`config.mk`:
```
export PLATFORM = sky130hd
export DESIGN_NAME = rnt_div
export DESIGN_NICKNAME = d
export VERILOG_FILES = /design/src/rtl/core/rnt_pkg.sv /design/src/rtl/core/rnt_div.sv
export SDC_FILE = /design/constraint.sdc
export NUM_CORES = 1
export LEC_CHECK = 0
export ABC_AREA = 1
export BUFFER_PORTS_ARGS = -buffer_cell sky130_fd_sc_hd__buf_2
export CAP_MARGIN = 20
export CELL_PAD_IN_SITES_DETAIL_PLACEMENT = 0
export CELL_PAD_IN_SITES_GLOBAL_PLACEMENT = 1
export CORE_MARGIN = 10
export CORE_UTILIZATION = 40
export CTS_CLUSTER_DIAMETER = 150
export DETAILED_ROUTE_END_ITERATION = 10
export PLACE_DENSITY_LB_ADDON = 0.1
export SETUP_SLACK_MARGIN = 0.1
export SLEW_MARGIN = 20
export SYNTH_ARGS = -nofsm -noshare
export SYNTH_HDL_FRONTEND = slang
export SYNTH_SLANG_ARGS = --single-unit
```
`constraint.sdc`:
```
create_clock -name clk -period 16.92 [get_ports clk]
set_input_delay 2.538 -clock clk [delete_from_list [all_inputs] [get_ports clk]]
set_output_delay 2.538 -clock clk [all_outputs]
set_load 0.05 [all_outputs]
```
`src/rtl/core/rnt_pkg.sv`:
```
// Shared constants and types for the radix number-to-text core.
`timescale 1ns / 1ps
package rnt_pkg;

  localparam int NUM_W      = 32;
  localparam int CHAR_W     = 8;
  localparam int SYM_VALUES = 256;
  localparam int MAX_DIGITS = 32;
  localparam int DIG_CNT_W  = $clog2(MAX_DIGITS + 1);
  localparam int DIG_IDX_W  = $clog2(MAX_DIGITS);
  localparam int DIV_BITS   = 8;
  localparam int DIV_ITER   = NUM_W / DIV_BITS;
  localparam int DIV_CNT_W  = $clog2(DIV_ITER);

  localparam logic [CHAR_W-1:0] MINUS_CHAR = 8'h2D;
  localparam logic [CHAR_W-1:0] PLUS_CHAR  = 8'h2B;

  localparam logic [1:0] MODE_CLEAR   = 2'd0;
  localparam logic [1:0] MODE_APPEND  = 2'd1;
  localparam logic [1:0] MODE_CONVERT = 2'd2;

  typedef enum logic [2:0] {
    ST_INIT,
    ST_IDLE,
    ST_LOOK,
    ST_CHECK,
    ST_DIV,
    ST_SIGN,
    ST_READ,
    ST_EMIT
  } state_t;

endpackage

```
`src/rtl/core/rnt_div.sv`:
```
// Iterative restoring divider, DIV_BITS quotient bits per cycle.
`timescale 1ns / 1ps
module rnt_div #(
  parameter int DIV_W = 9
) (
  input  logic                     clk,
  input  logic                     rst_n,
  input  logic                     start,
  input  logic [rnt_pkg::NUM_W-1:0] dividend,
  input  logic [DIV_W-1:0]         divisor,
  output logic                     done,
  output logic [rnt_pkg::NUM_W-1:0] quotient,
  output logic [DIV_W-1:0]         remainder
);
  import rnt_pkg::*;

  logic [NUM_W-1:0]     q_r;
  logic [DIV_W-1:0]     rem_r;
  logic [DIV_CNT_W-1:0] step_r;
  logic                 busy_r;
  logic                 done_r;

  logic [NUM_W-1:0]     q_nxt;
  logic [DIV_W-1:0]     rem_nxt;
  logic [DIV_W:0]       part;

  // q shifts dividend bits out the top and quotient bits in the bottom
  always_comb begin
    rem_nxt = rem_r;
    q_nxt   = q_r;
    part    = '0;
    for (int i = 0; i < DIV_BITS; i++) begin
      part  = {rem_nxt, q_nxt[NUM_W-1]};
      q_nxt = {q_nxt[NUM_W-2:0], 1'b0};
      if (part >= {1'b0, divisor}) begin
        part     = part - {1'b0, divisor};
        q_nxt[0] = 1'b1;
      end
      rem_nxt = part[DIV_W-1:0];
    end
  end

  always_ff @(posedge clk) begin
    if (!rst_n) begin
      busy_r <= 1'b0;
      done_r <= 1'b0;
      step_r <= '0;
    end else begin
      done_r <= 1'b0;
      if (start) begin
        busy_r <= 1'b1;
        step_r <= '0;
      end else if (busy_r) begin
        step_r <= step_r + DIV_CNT_W'(1);
        if (step_r == DIV_CNT_W'(DIV_ITER - 1)) begin
          busy_r <= 1'b0;
          done_r <= 1'b1;
        end
      end
    end
  end

  always_ff @(posedge clk) begin
    if (start) begin
      q_r   <= dividend;
      rem_r <= '0;
    end else if (busy_r) begin
      q_r   <= q_nxt;
      rem_r <= rem_nxt;
    end
  end

  assign done      = done_r;
  assign quotient  = q_r;
  assign remainder = rem_r;

endmodule

```
Word-level counts from Yosys, hierarchy flattened --
Index checks and enable logic that the tools add are counted.
Storage, ports and cells: memories 0, latch bits 0, register bits 45, bits in read-only memories 0, input bits 44, RAM bits 0
Cells by class: shift-type cells 0, add/sub/neg operators 9, mux-type cells 22, order comparisons 8, bitwise gates (word level) 2, multiply operators 0, reductions and logical operators 3, div/mod/pow operators 0, equality and inequality tests 1
Operators with widths (number):
- $ge A10 B9 Y1 | 8
- $mux W9 | 8
- $sub A9 B9 Y9 | 8
- $mux W32 | 2
- $mux W1 | 12
- $reduce_or A3 Y1 | 1
- $add A2 B1 Y2 const B | 1
- $eq A2 B2 Y1 const B | 1
- $not A1 Y1 | 2
- $reduce_bool A2 Y1 | 1
- $reduce_or A2 Y1 | 1

Logic depth before layout (Yosys ltp) --
Gate-level depths: netlist (run 1).
depth after elaboration 18, gate-level depth with buffers 99

Worst setup path before layout (run 1) --
OpenSTA, ideal clock, no wires.
kind input port to flip-flop, start point input port divisor[1], end point register q_r[0] (netlist: quotient[0]), data pin, slack 1.201 ns, library setup time 0.271 ns, arrival time 15.447 ns, stages 90, cell sequence inv_1 > fa_1 > nand3_1 > nand3_1 > nand2_2 > nand2_2 > a21oi_2 > buf_4 > nand2_1 > o21ai_0 > ha_1 > a21oi_1 > nand2_1 > nand2_1 > nand2_2 > a21oi_4 > nand3_4 > o21ai_0 > (+54 left out) > a221o_1 > a21oi_1 > nand2_1 > nand2_1 > o211ai_1 > inv_1 > nand3_4 > nand2_1 > nand2_1 > inv_1 > ha_1 > a21oi_1 > nand2_1 > a221o_1 > a221oi_1 > inv_1 > nor2_4 > a31oi_1
On the way: word-level cells in the longest chain between the ends 18
Ends and longest elaborated chain:
- from (decl) | RTL line rnt_div.sv:10 | input logic [DIV_W-1:0] divisor,
- $sub A9 B9 Y9 / $ge A10 B9 Y1 (equally long branches) | RTL line rnt_div.sv:36, rnt_div.sv:35
- $mux W9 | RTL line rnt_div.sv:35 | if (part >= {1'b0, divisor}) begin
- $sub A9 B9 Y9 / $ge A10 B9 Y1 (equally long branches) | RTL line rnt_div.sv:36, rnt_div.sv:35
- $mux W9 | RTL line rnt_div.sv:35
- $sub A9 B9 Y9 / $ge A10 B9 Y1 (equally long branches) | RTL line rnt_div.sv:36, rnt_div.sv:35
- $mux W9 | RTL line rnt_div.sv:35
- $sub A9 B9 Y9 / $ge A10 B9 Y1 (equally long branches) | RTL line rnt_div.sv:36, rnt_div.sv:35
- $mux W9 | RTL line rnt_div.sv:35
- (+2 left out)
- $sub A9 B9 Y9 / $ge A10 B9 Y1 (equally long branches) | RTL line rnt_div.sv:36, rnt_div.sv:35
- $mux W9 | RTL line rnt_div.sv:35
- $sub A9 B9 Y9 / $ge A10 B9 Y1 (equally long branches) | RTL line rnt_div.sv:36, rnt_div.sv:35
- $mux W9 | RTL line rnt_div.sv:35
- $ge A10 B9 Y1 * | RTL line rnt_div.sv:35
- $mux W1 * | RTL line rnt_div.sv:35
- $mux W32 * | RTL line rnt_div.sv:67 | end else if (busy_r) begin
- $mux W32 * | RTL line rnt_div.sv:64 | if (start) begin
- to (signal assigned) | RTL line rnt_div.sv:65 | q_r <= dividend;
- to (signal assigned) | RTL line rnt_div.sv:68 | q_r <= q_nxt;
- to (decl) | RTL line rnt_div.sv:17 | logic [NUM_W-1:0] q_r;
Mark *: on every way between the ends. The rest lies on a longest branch, timed or not. The select of a mux whose other input is x is not followed. A chain may end at the register's enable or synchronous reset.

Worst setup path after layout (run 1) --
start point input port divisor[0], end point register rem_r[4] (netlist: remainder[4])
On the way: word-level cells in the longest chain between the ends 16
Ends and longest elaborated chain:
- $sub A9 B9 Y9 / $ge A10 B9 Y1 (equally long branches) | RTL line rnt_div.sv:36, rnt_div.sv:35
- $mux W9 | RTL line rnt_div.sv:35
- $sub A9 B9 Y9 / $ge A10 B9 Y1 (equally long branches) | RTL line rnt_div.sv:36, rnt_div.sv:35
- $mux W9 | RTL line rnt_div.sv:35
- $sub A9 B9 Y9 / $ge A10 B9 Y1 (equally long branches) | RTL line rnt_div.sv:36, rnt_div.sv:35
- $mux W9 | RTL line rnt_div.sv:35
- $sub A9 B9 Y9 / $ge A10 B9 Y1 (equally long branches) | RTL line rnt_div.sv:36, rnt_div.sv:35
- $mux W9 | RTL line rnt_div.sv:35
- $sub A9 B9 Y9 / $ge A10 B9 Y1 (equally long branches) | RTL line rnt_div.sv:36, rnt_div.sv:35
- $mux W9 | RTL line rnt_div.sv:35
- $sub A9 B9 Y9 / $ge A10 B9 Y1 (equally long branches) | RTL line rnt_div.sv:36, rnt_div.sv:35
- $mux W9 | RTL line rnt_div.sv:35
- $ge A10 B9 Y1 / $sub A9 B9 Y9 (equally long branches) | RTL line rnt_div.sv:35, rnt_div.sv:36
- $mux W9 | RTL line rnt_div.sv:35
- $sub A9 B9 Y9 / $ge A10 B9 Y1 (equally long branches) | RTL line rnt_div.sv:36, rnt_div.sv:35
- $mux W9 * | RTL line rnt_div.sv:35
- to (signal assigned) | RTL line rnt_div.sv:69 | rem_r <= rem_nxt;
- to (decl) | RTL line rnt_div.sv:18 | logic [DIV_W-1:0] rem_r;
Mark *: on every way between the ends. The rest lies on a longest branch, timed or not.

==> results of run 1 <==
==> placed cells by master (no fill, tap or decap), types with 20 or more instances in the layout <==
cell / instances
sky130_fd_sc_hd__xor2_1: 30
sky130_fd_sc_hd__ha_1: 73
sky130_fd_sc_hd__edfxtp_1: 32
sky130_fd_sc_hd__a21oi_1: 40
sky130_fd_sc_hd__xnor2_1: 23
sky130_fd_sc_hd__inv_1: 122
sky130_fd_sc_hd__buf_2: 85
sky130_fd_sc_hd__nor2_1: 37
sky130_fd_sc_hd__nand2_1: 289
sky130_fd_sc_hd__nand2_2: 20
sky130_fd_sc_hd__nand3_1: 76
sky130_fd_sc_hd__buf_4: 35
==> timing repair <==
item | in CTS | in global routing
setup endpoints to repair | 0 | 10
gates resized for setup | 0 | 20
setup buffers | 0 | 14
==> sequential cells by signal (all words and copies together), names as in the netlist <==
name / count
remainder: 9
done: 1
quotient: 32
busy_r: 1
step_r: 2
==> worst max-delay path by stage <==
stage	slack [ps]	startpoint	cells past startpoint	endpoint
floorplan	1200	divisor[1]	90	quotient[0]
global placement	480	divisor[0]	95	remainder[3]
detailed placement	250	divisor[0]	94	remainder[3]
CTS	530	divisor[0]	94	remainder[3]
global route	70	divisor[0]	89	remainder[3]
finish	1400	divisor[0]	90	remainder[4]
==> cell usage after synthesis (all sizes together), types with 2 or more instances <==
| master | number | area share |
|---|---|---|
| dfxtp | 13 | 0.042 |
| xor2 | 30 | 0.042 |
| clkbuf | 8 | 0.0048 |
| fa | 8 | 0.026 |
| o21ai | 33 | 0.029 |
| a31oi | 9 | 0.0090 |
| xnor2 | 23 | 0.032 |
| o21bai | 7 | 0.0084 |
| nand4 | 13 | 0.013 |
| nand3b | 2 | 0.0024 |
| edfxtp | 32 | 0.15 |
| a221o | 2 | 0.0032 |
| nor3 | 6 | 0.0048 |
| buf | 12 | 0.019 |
| nor2 | 48 | 0.040 |
| a21oi | 45 | 0.040 |
| nand3 | 89 | 0.091 |
| a21o | 2 | 0.0024 |
| o211ai | 5 | 0.0060 |
| a221oi | 2 | 0.0028 |
| nand2 | 314 | 0.20 |
| inv | 124 | 0.075 |
| ha | 73 | 0.15 |
==> cell families (layout without fill, tap and decap cells) <==
logic type,Yosys count,after routing,share of synthesized area
and+or+nand+nor,473,474,0.356
buffers and inverters,145,255,0.0986
AOI/OAI and AO/OA,107,108,0.103
adders and majority gates,81,81,0.172
xor gates and xnor gates,53,53,0.0744
DFF,45,45,0.196
==> metrics by stage <==
step	utilization	std cells
3_5_place_dp	0.456	1203
4_1_cts	0.465	1211
6_report	0.477	1227
5_1_grt	0.477	1227
3_3_place_gp	0.456	1203
2_1_floorplan	-	904
==> layer usage <==
metal	wire length [um]	GRT usage	up-vias
met4	306	0.0414	0
met1	9380	0.235	2729
met3	940	0.0323	17
met2	8740	0.281	143
met5	0	0	-
li1	-	-	3188
==> cell type report <==
cell class | count | area share
Clock buffer | 5 | 0.0172
Clock inverter | 3 | 0.00223
Inverter | 125 | 0.0644
Multi-Input combinational cell | 716 | 0.613
Sequential cell | 45 | 0.168
Tap cell | 211 | 0.0363
Timing Repair Buffer | 122 | 0.0988
==> worst min-delay path, stage by stage (launching register included) <==
cell	delay, ps
sky130_fd_sc_hd__dfxtp_1	340
sky130_fd_sc_hd__nand2_1	70
sky130_fd_sc_hd__nand2_1	50
==> impl_metrics.json, run 1 <==
{
  "cts_buffers": 5,
  "areaGrowthSynthToFinish_pct": 16.7,
  "timing.critical_path.slowest_cell_delay_ps": 450,
  "final-setup-viol-count": 0,
  "worst_hold_path_depth": 2,
  "synth-edff-count": 32,
  "drtPass1Iterations": 5,
  "tns_ps": 0,
  "hold_path.class": "reg2reg",
  "clk_tree_root_cell": "sky130_fd_sc_hd__clkbuf_16",
  "grt_start_max_net_pins": 36,
  "final.period_utilization": 0.917,
  "cp.required_ps": 17100,
  "status": "completed",
  "row_count": 45,
  "pre_cts_ws_ps": 254,
  "crit-reg2reg-capture": "remainder[4]",
  "tritoncts": "yes",
  "slew-limit-headroom": 0.535,
  "gpl.final_weighted_congestion": 0.869,
  "crit_buf_inv": 18,
  "clkLatencyLatePin_ps": 290,
  "synthesis.instances": 904,
  "postSynth.asyncResetShare": 0,
  "cts_max_level": 2,
  "num-fill-cells": 1588,
  "synth_area_mm2": 0.00624,
  "clock_sinks": 45,
  "critPathKind": "in2reg",
  "drv_slew": 0,
  "syn-mean-instance-area_um2": 6.90,
  "period_minus_slack_ps": 15520,
  "whs_endpoint": "remainder[3]",
  "worstSetupEndpointType": "flip-flop",
  "placement.io_buffers": 85,
  "critical_path.max_fanout": 13,
  "post_route_drc_violation_count": 0,
  "mapped_nets": 1029,
  "path_clk_slew_ps": 70,
  "drt-total-wl_um": 19400,
  "critical-path-top-cell-by-count": "sky130_fd_sc_hd__nand2_1",
  "timing.max_cap.violations": 0,
  "sequential_cell_area_mm2": 0.00122,
  "antenna_found_initial": 0,
  "max_slew.worst_pin.slew_ps": 695,
  "cts_hold_buffers": 0,
  "number_of_synthesized_register_bits": 45,
  "timing.hold.ws_ps": 493,
  "synth-main-ff-cell": "sky130_fd_sc_hd__edfxtp_1",
  "netlist-cell-type-count": 40,
  "finished_layout_cell_area_mm2": 0.00728,
  "top_family_by_delay_on_critical_path": "simple AND/OR/NAND/NOR gates",
  "hold_viol": 0,
  "grt_setup_unrepaired": "no",
  "post_dp_cell_area_mm2": 0.00696,
  "setup_slack_ps": 1400,
  "finish.net_count": 1140,
  "dr_total_vias": 6077,
  "worst_setup_path_start_kind": "input pin",
  "vias_per_cell": 4.95,
  "floorplan.die_area_mm2": 0.0210,
  "floorplan.die.width_um": 145,
  "die_y_extent_um": 145,
  "n_antenna_cell": 0,
  "layout-drive-gt1-share": 0.196,
  "grtUsageTotal": 0.175,
  "yosysWarningCount": 0,
  "multiInputGateArea_mm2": 0.00447,
  "core_mm2": 0.0153,
  "number_of_global_route_vias_before_repair": 5832,
  "critPathSlowestCell": "sky130_fd_sc_hd__fa_1",
  "overflow": 0,
  "ios": 86,
  "clock.fmax_mhz": 64.4,
  "reg2reg_setup_slack_ps": 3230,
  "min_from": "remainder[3]",
  "critPathArrivalTime_ps": 15700,
  "initial_core_util": 0.409,
  "hpwlAfterDp_um": 15400,
  "grt_pass1_wl_um": 30500,
  "antenna_left": 0,
  "timing.clock.skew_ps": 9.00,
  "regToRegStartpoint": "quotient[31]",
  "route.detailed.wl_per_inst_um": 15.8,
  "synth.yosys.seq_area_share": 0.196,
  "clock_path_buffers": 2,
  "first_iteration_detailed_routing_drc_count": 372,
  "ff2ff_path_depth": 90
}
Power of run 1 is left out: the tool's default activity adds up to more than one toggle a clock period on the data nets, which glitch-free logic cannot reach.
==> run 2: changes to the inputs <==
==> constraint.sdc (replaced) <==
create_clock -name clk -period 16.8 [get_ports clk]
set_input_delay 2.52 -clock clk [delete_from_list [all_inputs] [get_ports clk]]
set_output_delay 2.52 -clock clk [all_outputs]
set_load 0.05 [all_outputs]
==> impl_metrics.json, run 2 (synthesized netlist as in run 1, its figures left out) <==
{
  "clock.fmax_mhz": 64.7,
  "post_route_drc_violation_count": 0,
  "critical_path.max_fanout": 12,
  "cts_max_level": 2,
  "reg2reg_setup_slack_ps": 3170,
  "timing.max_cap.violations": 0,
  "floorplan.die.width_um": 145,
  "critPathArrivalTime_ps": 15640,
  "grtUsageTotal": 0.173,
  "grt_util_met2": 0.288,
  "regToRegStartpoint": "quotient[31]",
  "placement.io_buffers": 85,
  "slew-limit-headroom": 0.538,
  "tritoncts": "yes",
  "grt_start_max_net_pins": 36,
  "whs_endpoint": "remainder[4]",
  "max_slew.worst_pin.slew_ps": 690,
  "core_mm2": 0.0153,
  "crit_buf_inv": 20,
  "clk_tree_root_cell": "sky130_fd_sc_hd__clkbuf_16",
  "hpwlAfterDp_um": 15300,
  "die_y_extent_um": 145,
  "status": "completed",
  "route.detailed.wl_per_inst_um": 15.5,
  "clock_path_buffers": 2,
  "ff2ff_path_depth": 94,
  "first_iteration_detailed_routing_drc_count": 355,
  "path_clk_slew_ps": 60,
  "worst_hold_path_depth": 2,
  "busiest_layer": "met2",
  "hold_viol": 0,
  "largest_register_ff_count": 32,
  "worstSetupEndpointType": "flip-flop",
  "layout_commonest_cell": "sky130_fd_sc_hd__nand2_1",
  "initial_core_util": 0.409,
  "grt_use_met1": 0.227,
  "drv_slew": 0,
  "gpl.final_weighted_congestion": 0.874,
  "number_of_global_route_vias_before_repair": 5906,
  "hold_path.class": "reg2reg",
  "crit-reg2reg-capture": "remainder[3]",
  "clkLatencyLatePin_ps": 290,
  "cts_hold_buffers": 0,
  "drt-total-wl_um": 19000,
  "final-setup-viol-count": 0,
  "timing.critical_path.slowest_cell_delay_ps": 400,
  "finish.net_count": 1140,
  "vias_per_cell": 4.94,
  "n_antenna_cell": 0,
  "antenna_found_initial": 1,
  "worst_setup_path_start_kind": "input pin",
  "clock_sinks": 45,
  "cts_buffers": 5,
  "overflow": 0,
  "areaGrowthSynthToFinish_pct": 16.9,
  "tns_ps": 0,
  "min_from": "remainder[4]",
  "critPathKind": "in2reg",
  "layout-drive-gt1-share": 0.198,
  "grt_setup_unrepaired": "no",
  "mostFrequentLayoutCells": "sky130_fd_sc_hd__nand2_1, sky130_fd_sc_hd__inv_1, sky130_fd_sc_hd__buf_2, sky130_fd_sc_hd__nand3_1, sky130_fd_sc_hd__ha_1",
  "critical-path-top-cell-by-count": "sky130_fd_sc_hd__nand2_1",
  "drtPass1Iterations": 4,
  "timing.clock.skew_ps": 7.04,
  "antenna_left": 0,
  "period_minus_slack_ps": 15460,
  "floorplan.die_area_mm2": 0.0210,
  "final.period_utilization": 0.920,
  "row_count": 45,
  "cp.required_ps": 16980,
  "ios": 86,
  "grt_pass1_wl_um": 30400,
  "critPathSlowestCell": "sky130_fd_sc_hd__a221o_1",
  "top_family_by_delay_on_critical_path": "simple AND/OR/NAND/NOR gates",
  "grt_util_met3": 0.0304,
  "dr_total_vias": 6067
}
run 2: cell count changes in the layout (fill, tap and decap cells not counted), sizes merged:
cell    previous run  this run
a21oi             46        45
inv              125       124
clkbuf             5         7
run 2: what timing repair did:
| item | 4_1_cts | 5_1_grt |
|---|---|---|
| buffers inserted | 0 | 14 |
| resized for setup | 0 | 21 |
| setup endpoints to repair | 0 | 10 |
run 2: layout make-up:
cell class              count  area, um^2
well taps                 211         264
multi-input cells         715        4460
flip-flops and latches     45        1220
inverters                 125         469
fillers                  1607        7960
repair buffers            123         726
clock buffers               6         139
clock inverters             2        13.8
run 2: worst max-delay path by stage:
stage               slack, ps  cells after the start        from            to
floorplan                1100                     90  divisor[1]   quotient[0]
detailed placement         70                     92  divisor[1]  remainder[3]
global route              100                     92  divisor[1]  remainder[3]
global placement          160                     93  divisor[1]  remainder[3]
CTS                       350                     92  divisor[1]  remainder[3]
finish                   1340                     94  divisor[1]  remainder[3]
run 2: per-layer routing:
layer,part of all wire,vias to the layer above
li1,-,3171
met1,0.48,2768
met3,0.046,13
met2,0.46,115
met5,0,-
met4,0.014,0
run 2: tightest hold or removal path, cell delays in order, from the launching register on:
cell,delay (ps)
sky130_fd_sc_hd__dfxtp_1,350
sky130_fd_sc_hd__nand2_1,80
sky130_fd_sc_hd__nand2_1,40
run 2: stage by stage:
step	hold WS, ps	worst slack (ps)	cells	util	area [um^2]
2_1_floorplan	467	1100	904	-	6240
3_3_place_gp	496	160	1204	0.456	6960
3_5_place_dp	492	70.3	1204	0.456	6960
4_1_cts	501	348	1212	0.466	7120
5_1_grt	540	96.2	1227	0.478	7290
6_report	514	1340	1227	0.478	7290
Power of run 2 is left out for the same reason.
